## src/rtl/qr_pkg.sv

```systemverilog
// shared types, constants and the sign table for the quaternion rotation pipeline
`default_nettype none

package qr_pkg;

  // field width of every quaternion component and result
  localparam int DATA_WIDTH = 32;
  // default number of fraction bits of the rotation quaternions
  localparam int ROT_FRAC_BITS = 30;

  // saturation limits of a result component
  localparam logic signed [DATA_WIDTH-1:0] SAT_MAX = {1'b0, {(DATA_WIDTH-1){1'b1}}};
  localparam logic signed [DATA_WIDTH-1:0] SAT_MIN = {1'b1, {(DATA_WIDTH-1){1'b0}}};

  // input beat
  typedef struct packed {
    logic signed [DATA_WIDTH-1:0] left_real;
    logic signed [DATA_WIDTH-1:0] left_i;
    logic signed [DATA_WIDTH-1:0] left_j;
    logic signed [DATA_WIDTH-1:0] left_k;
    logic signed [DATA_WIDTH-1:0] point_real;
    logic signed [DATA_WIDTH-1:0] point_i;
    logic signed [DATA_WIDTH-1:0] point_j;
    logic signed [DATA_WIDTH-1:0] point_k;
    logic signed [DATA_WIDTH-1:0] right_real;
    logic signed [DATA_WIDTH-1:0] right_i;
    logic signed [DATA_WIDTH-1:0] right_j;
    logic signed [DATA_WIDTH-1:0] right_k;
  } qr_in_t;

  // output beat
  typedef struct packed {
    logic signed [DATA_WIDTH-1:0] out_real;
    logic signed [DATA_WIDTH-1:0] out_i;
    logic signed [DATA_WIDTH-1:0] out_j;
    logic signed [DATA_WIDTH-1:0] out_k;
    logic                         overflow;
  } qr_out_t;

  // stage enables and valids of one hamilton product pipeline
  typedef struct packed {
    logic en_p;
    logic en_m;
    logic en_s;
    logic v_p;
    logic v_m;
    logic v_s;
  } qr_stage_t;

  // hamilton product: component c uses a[i] * b[c ^ i]; this gives the subtracted terms
  function automatic logic qr_term_neg(input logic [1:0] c, input logic [1:0] i);
    logic neg;
    case ({c, i})
      4'b0001, 4'b0010, 4'b0011, 4'b0111, 4'b1001, 4'b1110: neg = 1'b1;
      default: neg = 1'b0;
    endcase
    return neg;
  endfunction

endpackage

`default_nettype wire

```

## src/rtl/qr_sat.sv

```systemverilog
// saturation to the field width and the output register
`default_nettype none

module qr_sat #(
  parameter int TW = 40
) (
  input  wire logic                  clk_i,
  input  wire logic                  rst_ni,
  input  wire logic                  valid_i,
  input  wire logic [3:0][TW-1:0]    t_i,
  output logic                       adv_o,
  output logic                       valid_o,
  input  wire logic                  stall_i,
  output qr_pkg::qr_out_t            data_o
);

  localparam int W = qr_pkg::DATA_WIDTH;

  logic [3:0][W-1:0] comp;
  logic [3:0]        ovf;
  qr_pkg::qr_out_t   data_d, data_q;
  logic              valid_q;

  // clamp each component
  for (genvar c = 0; c < 4; c++) begin : g_comp
    if (TW > W) begin : g_clamp
      logic fits;
      assign fits    = (&t_i[c][TW-1:W-1]) || !(|t_i[c][TW-1:W-1]);
      assign ovf[c]  = !fits;
      assign comp[c] = fits ? t_i[c][W-1:0]
                     : (t_i[c][TW-1] ? qr_pkg::SAT_MIN : qr_pkg::SAT_MAX);
    end else begin : g_extend
      assign ovf[c]  = 1'b0;
      assign comp[c] = W'($signed(t_i[c]));
    end
  end

  assign data_d = '{out_real: comp[0], out_i: comp[1], out_j: comp[2], out_k: comp[3],
                    overflow: |ovf};

  // output register loads when empty or taken
  assign adv_o = !valid_q || !stall_i;

  always_ff @(posedge clk_i or negedge rst_ni) begin
    if (!rst_ni) begin
      valid_q <= 1'b0;
    end else if (adv_o) begin
      valid_q <= valid_i;
    end
  end

  always_ff @(posedge clk_i) begin
    if (adv_o) data_q <= data_d;
  end

  assign valid_o = valid_q;
  assign data_o  = data_q;

endmodule

`default_nettype wire

```

## config.mk

```make
export PLATFORM = sky130hd
export DESIGN_NAME = qr_sat
export DESIGN_NICKNAME = d
export VERILOG_FILES = /design/src/rtl/qr_pkg.sv /design/src/rtl/qr_sat.sv
export SDC_FILE = /design/constraint.sdc
export NUM_CORES = 1
export LEC_CHECK = 0
export BUFFER_PORTS_ARGS = -buffer_cell sky130_fd_sc_hd__clkbuf_2
export CAP_MARGIN = 20
export CORE_AREA = 2 2 113 115
export CTS_BUF_LIST = sky130_fd_sc_hd__clkbuf_16
export CTS_CLUSTER_DIAMETER = 30
export DETAILED_ROUTE_END_ITERATION = 7
export DIE_AREA = 0 0 115 117
export GPL_TIMING_DRIVEN = 1
export PLACE_DENSITY = 0.77
export SLEW_MARGIN = 10
export SYNTH_ARGS = -nofsm -noshare
export SYNTH_HDL_FRONTEND = slang
export SYNTH_SLANG_ARGS = --single-unit
export TNS_END_PERCENT = 10
```

## constraint.sdc

```tcl
create_clock -name clk_i -period 18 [get_ports clk_i]
set_clock_uncertainty 0.1 [all_clocks]
set_input_delay 5.4 -clock clk_i [delete_from_list [all_inputs] [get_ports clk_i]]
set_output_delay 5.4 -clock clk_i [all_outputs]
set_load 0.1 [all_outputs]
```

==> metrics.md, run 1 <==
| Metric | Value |
|---|---|
| Synthesized net count | `485` |
| Multi-input logic area | `1310 µm²` |
| Final worst path period share | `67.3%` |
| Final WL | `12900 µm` |
| RSZ-0062 raised after global routing | `no` |
| Ys flop type | `edfxtp_1` |
| Pin count of the biggest net entering global routing | `78` |
| Worst setup endpoint | `adv_o` |
| Max-Cap Viols | `0` |
| Initial drt markers | `360` |
| Core Util, Final | `61.0%` |
| CTS buffer count | `17` |
| Post-synth ARST share | `0.769%` |
| Hold Vio Cnt, Final | `0` |
| Global-route wire length before repair | `19000 µm` |
| Setup tns final | `0 ps` |
| CTS Hold Bufs | `0` |
| R2r setup slk | `15580 ps` |
| Worst r2r src | `valid_o$_DFFE_PN0P_` |
| Critical path arrival | `between 6000 and 7000 ps` |
| Row cnt | `41` |
| Gr usage total | `between 10% and 20%` |
| Vias in the first global route | `roughly 3900` |
| Post-synth EDFFs | `around 130` |
| Post-CTS Resized | `0` |
| FILL cells | `954` |
| Initial Utilization | `44.4%` |
| Drt wl/cell | `approximately 17 µm` |
| Distinct cells, synth | `19` |
| DR vias | `around 3900` |
| Share of the yosys chip area belonging to registers | `71.3%` |
| Most Frequent Cell on Critical Path | `clkbuf_2` |
| Setup CP Type | `in2out` |
| Post-DR vias/cell | `5.05` |
| Core area | `12300 µm²` |
| Antenna Nets Post-Route | `0` |
| Antenna cells | `0` |
| Worst R2R End | `data_o[34]$_DFFE_PP_` |
| Port Buffers | `294` |
| Die Y | `roughly 120 µm` |
| Final Max Tran Viols | `0` |
| # IOs | `295` |
| Crit-path cells | `clkbuf_2 -> nand2_4 -> clkbuf_2` |
| P_leak | `3.83 nW` |
| Post-route minimum period | `between 10000 and 15000 ps` |
| Count leader, synth | `edfxtp_1` |
| Drt first pass iters | `4` |
| Post-Syn Area per Cell | `17.0 µm²` |
| Yosys warning count | `0` |
| HPWL Detailed | `9260 µm` |
| Top cells by count, synth | `edfxtp_1 (129), a21o_1 (124), buf_6 (24)` |
| Final setup viols | `0` |
| Largest fanout on the critical path | `55` |
| Maximum VDD drop | `0.0738 mV` |
| Synth top area share | `~71%` |
| CTS tree | `yes` |
| Total die area | `approximately 13000 µm²` |
| CP Launch Point | `stall_i` |
| Root Buffer | `clkbuf_16` |
| CP Capture Type | `output pin` |
| Worst Path Required | `12500 ps` |
| Layout cells sized above 1 | `55.4%` |
| Setup crit start kind | `primary input` |
| Post-Synthesis Cell Area | `5470 µm²` |
| Area growth syn-to-layout | `37.3%` |
| Clock sink count | `130` |
| Max Fclk | `0.0825 GHz` |
| Ranking of synthesized cells by area | `edfxtp_1 (71%), a21o_1 (17%), buf_6 (4.9%)` |
| Power Total | `0.000927 W` |
| Register area | `3900 µm²` |
| Routability Congestion | `0.792` |
| Residual DRC count | `0` |
| CP max-delay cell | `clkbuf_2` |
| Initial antenna violation count | `0` |
| CTS H-Tree Depth | `4` |
| Synth Register Bits | `130` |
| Type of the worst min-delay path | `reg2reg` |
| Status | `completed` |
| Clock Latency Late Sink | `slightly above 400 ps` |
| Slowest Stage Delay on Critical Path | `580 ps` |
| CTS Buffer Depth | `2` |
| Slew at the pin closest to its max-slew limit | `roughly 960 ps` |
| Grt ovf | `0` |
| Clk pin slew, worst setup/hold paths | `50 ps` |
| Reg2Reg Depth | `2` |
| Cells after synthesis | `321` |
| Slew headroom | `35.8%` |
| Post-CTS setup buffers | `0` |
| Chip width | `115 µm` |
| Post-synth top area cell | `edfxtp_1` |
| Power Density | `approximately 120 nW/µm²` |
| Final #Nets | `775` |
where the power goes:
| part | switching, W | internal, W | leakage (nW) |
|---|---|---|---|
| clock network | 0.000124 | 0.000216 | 0.276 |
| registers | 0.00000618 | 0.000359 | 1.31 |
| logic | 0.000187 | 0.0000353 | 2.24 |
| total | 0.000317 | 0.000610 | 3.83 |
state kept, by name, summed over array words and instances (netlist names):
| register | cells |
|---|---|
| data_o | 129 |
| valid_o | 1 |
cells in the final DEF, fill, tap and decap left out:
| master | synthesis | routed |
|---|---|---|
| nand2_4 | 0 | 1 |
| dfrtp_1 | 1 | 1 |
| clkbuf_16 | 0 | 17 |
| nor2_1 | 4 | 4 |
| nand4_1 | 5 | 5 |
| o31ai_4 | 3 | 3 |
| nand2b_1 | 1 | 1 |
| nand3_2 | 3 | 3 |
| bufinv_16 | 0 | 3 |
| nor2b_4 | 3 | 3 |
| nor4_4 | 3 | 3 |
| clkbuf_2 | 0 | 294 |
| buf_8 | 0 | 2 |
| clkinvlp_4 | 0 | 5 |
| nor4_2 | 1 | 1 |
| clkinv_4 | 0 | 2 |
| nor3_1 | 4 | 4 |
| a311oi_4 | 0 | 1 |
| nor3_2 | 1 | 1 |
| clkinv_1 | 0 | 2 |
| nand3_1 | 4 | 4 |
| a31o_2 | 1 | 1 |
| clkinv_2 | 0 | 3 |
| a21o_1 | 124 | 124 |
| buf_4 | 0 | 3 |
| nand2_1 | 5 | 4 |
| edfxtp_1 | 129 | 129 |
metrics by stage:
| stage | area (µm²) | cells | hold WS, ps | setup WS [ps] |
|---|---|---|---|---|
| 5_1_grt | 7510 | 774 | 1090 | 5810 |
| 6_report | 7510 | 774 | 1010 | 5880 |
| 4_1_cts | 7480 | 772 | 1030 | 5870 |
| 3_5_place_dp | 6890 | 740 | 1020 | 5860 |
| 2_1_floorplan | 5470 | 321 | 4250 | 3750 |
| 3_3_place_gp | 6890 | 740 | 999 | 5890 |
worst min-delay path by stage:
stage,from,endpoint,slack (ps),cells past startpoint
2_1_floorplan,valid_o$_DFFE_PN0P_,valid_o$_DFFE_PN0P_,4250,2
3_3_place_gp,valid_o$_DFFE_PN0P_,valid_o$_DFFE_PN0P_,1000,2
3_5_place_dp,valid_o$_DFFE_PN0P_,valid_o$_DFFE_PN0P_,1020,2
4_1_cts,valid_o$_DFFE_PN0P_,valid_o$_DFFE_PN0P_,1030,2
5_1_grt,valid_o$_DFFE_PN0P_,valid_o$_DFFE_PN0P_,1090,2
6_report,valid_o$_DFFE_PN0P_,valid_o$_DFFE_PN0P_,1010,2
routing by layer:
layer / GRT usage [%] / vias up / part of all wire, %
met5: 0 / - / 0
met4: 8.67 / 0 / 2.2
met1: 20.5 / 1838 / 37
met3: 7.00 / 24 / 8.7
met2: 32.5 / 209 / 52
li1: - / 1834 / -
logic make-up after synthesis:
family	share of synthesized area, %
buffers and inverters	5.21
AND/OR/NAND/NOR	4.92
AO/OA/AOI/OAI	18.6
flip-flops	71.3
critical path, delay by kind of cell:
kind,cells,cell delay [ps]
simple gates,1,530
buf+inv,2,680
final cells by class:
cell class | count | share of cell area (%)
repair buffers | 299 | 20.3
well taps | 150 | 2.50
clock buffers | 17 | 5.66
multi-input cells | 163 | 17.4
flip-flops and latches | 130 | 51.9
clock inverters | 15 | 2.23
Note: power is estimated with default switching activity, not from simulation.
==> inputs of run 2 (changes only) <==
--- a/config.mk
+++ b/config.mk
@@ -7,13 +7,13 @@
 export LEC_CHECK = 0
 export BUFFER_PORTS_ARGS = -buffer_cell sky130_fd_sc_hd__clkbuf_2
 export CAP_MARGIN = 20
-export CORE_AREA = 2 2 113 115
+export CORE_AREA = 2 2 114 116
 export CTS_BUF_LIST = sky130_fd_sc_hd__clkbuf_16
 export CTS_CLUSTER_DIAMETER = 30
 export DETAILED_ROUTE_END_ITERATION = 7
-export DIE_AREA = 0 0 115 117
+export DIE_AREA = 0 0 116 118
 export GPL_TIMING_DRIVEN = 1
-export PLACE_DENSITY = 0.77
+export PLACE_DENSITY = 0.76
 export SLEW_MARGIN = 10
 export SYNTH_ARGS = -nofsm -noshare
 export SYNTH_HDL_FRONTEND = slang
==> constraint.sdc (replaced) <==
create_clock -name clk_i -period 11.4 [get_ports clk_i]
set_clock_uncertainty 0.1 [all_clocks]
set_input_delay 3.42 -clock clk_i [delete_from_list [all_inputs] [get_ports clk_i]]
set_output_delay 3.42 -clock clk_i [all_outputs]
set_load 0.1 [all_outputs]
==> run 2 against run 1 <==
  * Critical path depth did not move
  * Clock-buffer cell count is the same
  * Design area decreased by 0.55%
  * Setup slack got worse by 2700 ps
  * Sequential power grew 58%
  * Utilization is 0.84 points lower
  * Combinational power increased by 59%
  * Clock power increased by 39%
  * Via count down 0.79%
  * Cell count is 2.8% higher
  * Power grew 51%
  * Hold slack got worse by 51 ps
  * Largest power group unchanged
==> metrics.md, run 2 (synthesis results as in run 1) <==
| Metric | Value |
|---|---|
| Final #Nets | `775` |
| Routability Congestion | `between 0.8 and 0.9` |
| Worst R2R End | `data_o[106]$_DFFE_PP_` |
| # IOs | `295` |
| Critical path arrival | `roughly 4700 ps` |
| P_leak | `approximately 3.8 nW` |
| Type of the worst min-delay path | `reg2reg` |
| Layout cells sized above 1 | `54.3%` |
| CTS tree | `yes` |
| Pin count of the biggest net entering global routing | `73` |
| Die Y | `118 µm` |
| Logic pwr share | `25.1%` |
| Core area | `roughly 12000 µm²` |
| Internal power | `a little over 0.0009 W` |
| Row cnt | `41` |
| RSZ-0062 raised after global routing | `no` |
| Max Fclk | `approximately 0.12 GHz` |
| Post-route minimum period | `about 8000 ps` |
| Drt first pass iters | `4` |
| Status | `completed` |
| Setup CP Type | `in2out` |
| CTS Buffer Depth | `2` |
| DR vias | `3874` |
| Clk pin slew, worst setup/hold paths | `50 ps` |
| CP Capture Type | `output pin` |
| Slew headroom | `39.0%` |
| Final setup viols | `0` |
| CTS H-Tree Depth | `4` |
| Max-Cap Viols | `0` |
| Reg2Reg Depth | `2` |
| Global-route wire length before repair | `19700 µm` |
| Area growth syn-to-layout | `36.5%` |
| Final WL | `13000 µm` |
| Maximum VDD drop | `0.0892 mV` |
| Clock share of power | `33.7%` |
| Commonest non-fill, non-tap cell in the layout | `clkbuf_2` |
| Grt ovf | `0` |
| R2r setup slk | `9040 ps` |
| Hold Vio Cnt, Final | `0` |
| Multi-input logic area | `approximately 1300 µm²` |
| Worst Path Required | `~7900 ps` |
| Drt wl/cell | `16.3 µm` |
| Initial drt markers | `273` |
| Largest fanout on the critical path | `60` |
| Worst hold start | `valid_o$_DFFE_PN0P_` |
| Max reg flops | `129` |
| Slew at the pin closest to its max-slew limit | `between 900 and 1000 ps` |
| Chip width | `116 µm` |
| Setup crit start kind | `primary input` |
| Psw | `0.000487 W` |
| CTS Hold Bufs | `0` |
| Hold worst-path end | `valid_o$_DFFE_PN0P_` |
| Final worst path period share | `approximately 72%` |
| Antenna Nets Post-Route | `0` |
| Clock sink count | `130` |
| Most frequent cells in the layout | `clkbuf_2 (294), edfxtp_1 (129), a21o_1 (124)` |
| Post-CTS setup buffers | `0` |
| Gr usage total | `a little under a fifth` |
| Clock Latency Late Sink | `400 ps` |
| Residual DRC count | `0` |
| FILL cells | `1050` |
| Reg power frac | `approximately two fifths` |
| WHS | `between 900 and 1000 ps` |
| Initial antenna violation count | `0` |
| Root Buffer | `clkbuf_16` |
| Post-CTS Resized | `0` |
| Total die area | `roughly 14000 µm²` |
| Initial Utilization | `44.1%` |
| Setup tns final | `0 ps` |
| HPWL Detailed | `9370 µm` |
| Power Density | `187 nW/µm²` |
| Worst hold stages | `2` |
| Final Max Tran Viols | `0` |
| Register area | `3900 µm²` |
| Post-DR vias/cell | `4.87` |
| Port Buffers | `between 200 and 300` |
| Antenna cells | `0` |
| CTS buffer count | `17` |
| Vias in the first global route | `roughly 4000` |
| Switching Share | `a little over a third` |
| Worst r2r src | `valid_o$_DFFE_PN0P_` |
[run 2: changes by cell type in the layout (fill, tap and decap cells not counted), sizes merged]
cell      previous run  this run
clkinvlp             5         1
inv                  0         5
bufinv               3         1
clkinv               7         8
[run 2: layer usage]
layer | track usage (%) | up-vias | routed length, µm
met1 | 20.0 | 1811 | 4680
li1 | - | 1830 | -
met3 | 7.78 | 31 | 1250
met5 | 0 | - | 0
met4 | 9.45 | 0 | 359
met2 | 32.1 | 202 | 6690
[run 2: worst max path at each step]
stage | start | cells past startpoint | to
4_1_cts | stall_i | 3 | adv_o
2_1_floorplan | stall_i | 1 | adv_o
3_3_place_gp | stall_i | 3 | adv_o
5_1_grt | stall_i | 3 | adv_o
6_report | stall_i | 3 | adv_o
3_5_place_dp | stall_i | 3 | adv_o
[run 2: final cells by class]
| type | instances | area share (%) |
|---|---|---|
| flip-flops and latches | 130 | 52.2 |
| clock buffers | 17 | 5.70 |
| well taps | 172 | 2.88 |
| repair buffers | 299 | 20.5 |
| multi-input cells | 163 | 17.5 |
| clock inverters | 15 | 1.22 |
[run 2: worst max-delay path, cell delays in order]
cell      delay [ps]
clkbuf_2         110
nand2_4          560
clkbuf_2         580
[run 2: power groups by stage]
stage | clock network (W) | registers, W | logic (W)
6_report | 0.000472 | 0.000576 | 0.000352
5_1_grt | 0.000504 | 0.000580 | 0.000363
4_1_cts | 0.000483 | 0.000577 | 0.000354
3_5_place_dp | 0 | 0.000586 | 0.000353
3_3_place_gp | 0 | 0.000585 | 0.000349
2_1_floorplan | 0 | 0.000833 | 0.0000414
[run 2: through the flow]
stage	power [W]	utilization [%]	instances	setup slack, ps	area, µm²
2_1_floorplan	0.000874	-	321	1110	5470
3_3_place_gp	0.000935	55.6	761	3200	6910
3_5_place_dp	0.000939	55.9	763	3190	6940
4_1_cts	0.00141	60.0	795	3180	7450
5_1_grt	0.00145	60.2	796	3130	7470
6_report	0.00140	60.2	796	3210	7470
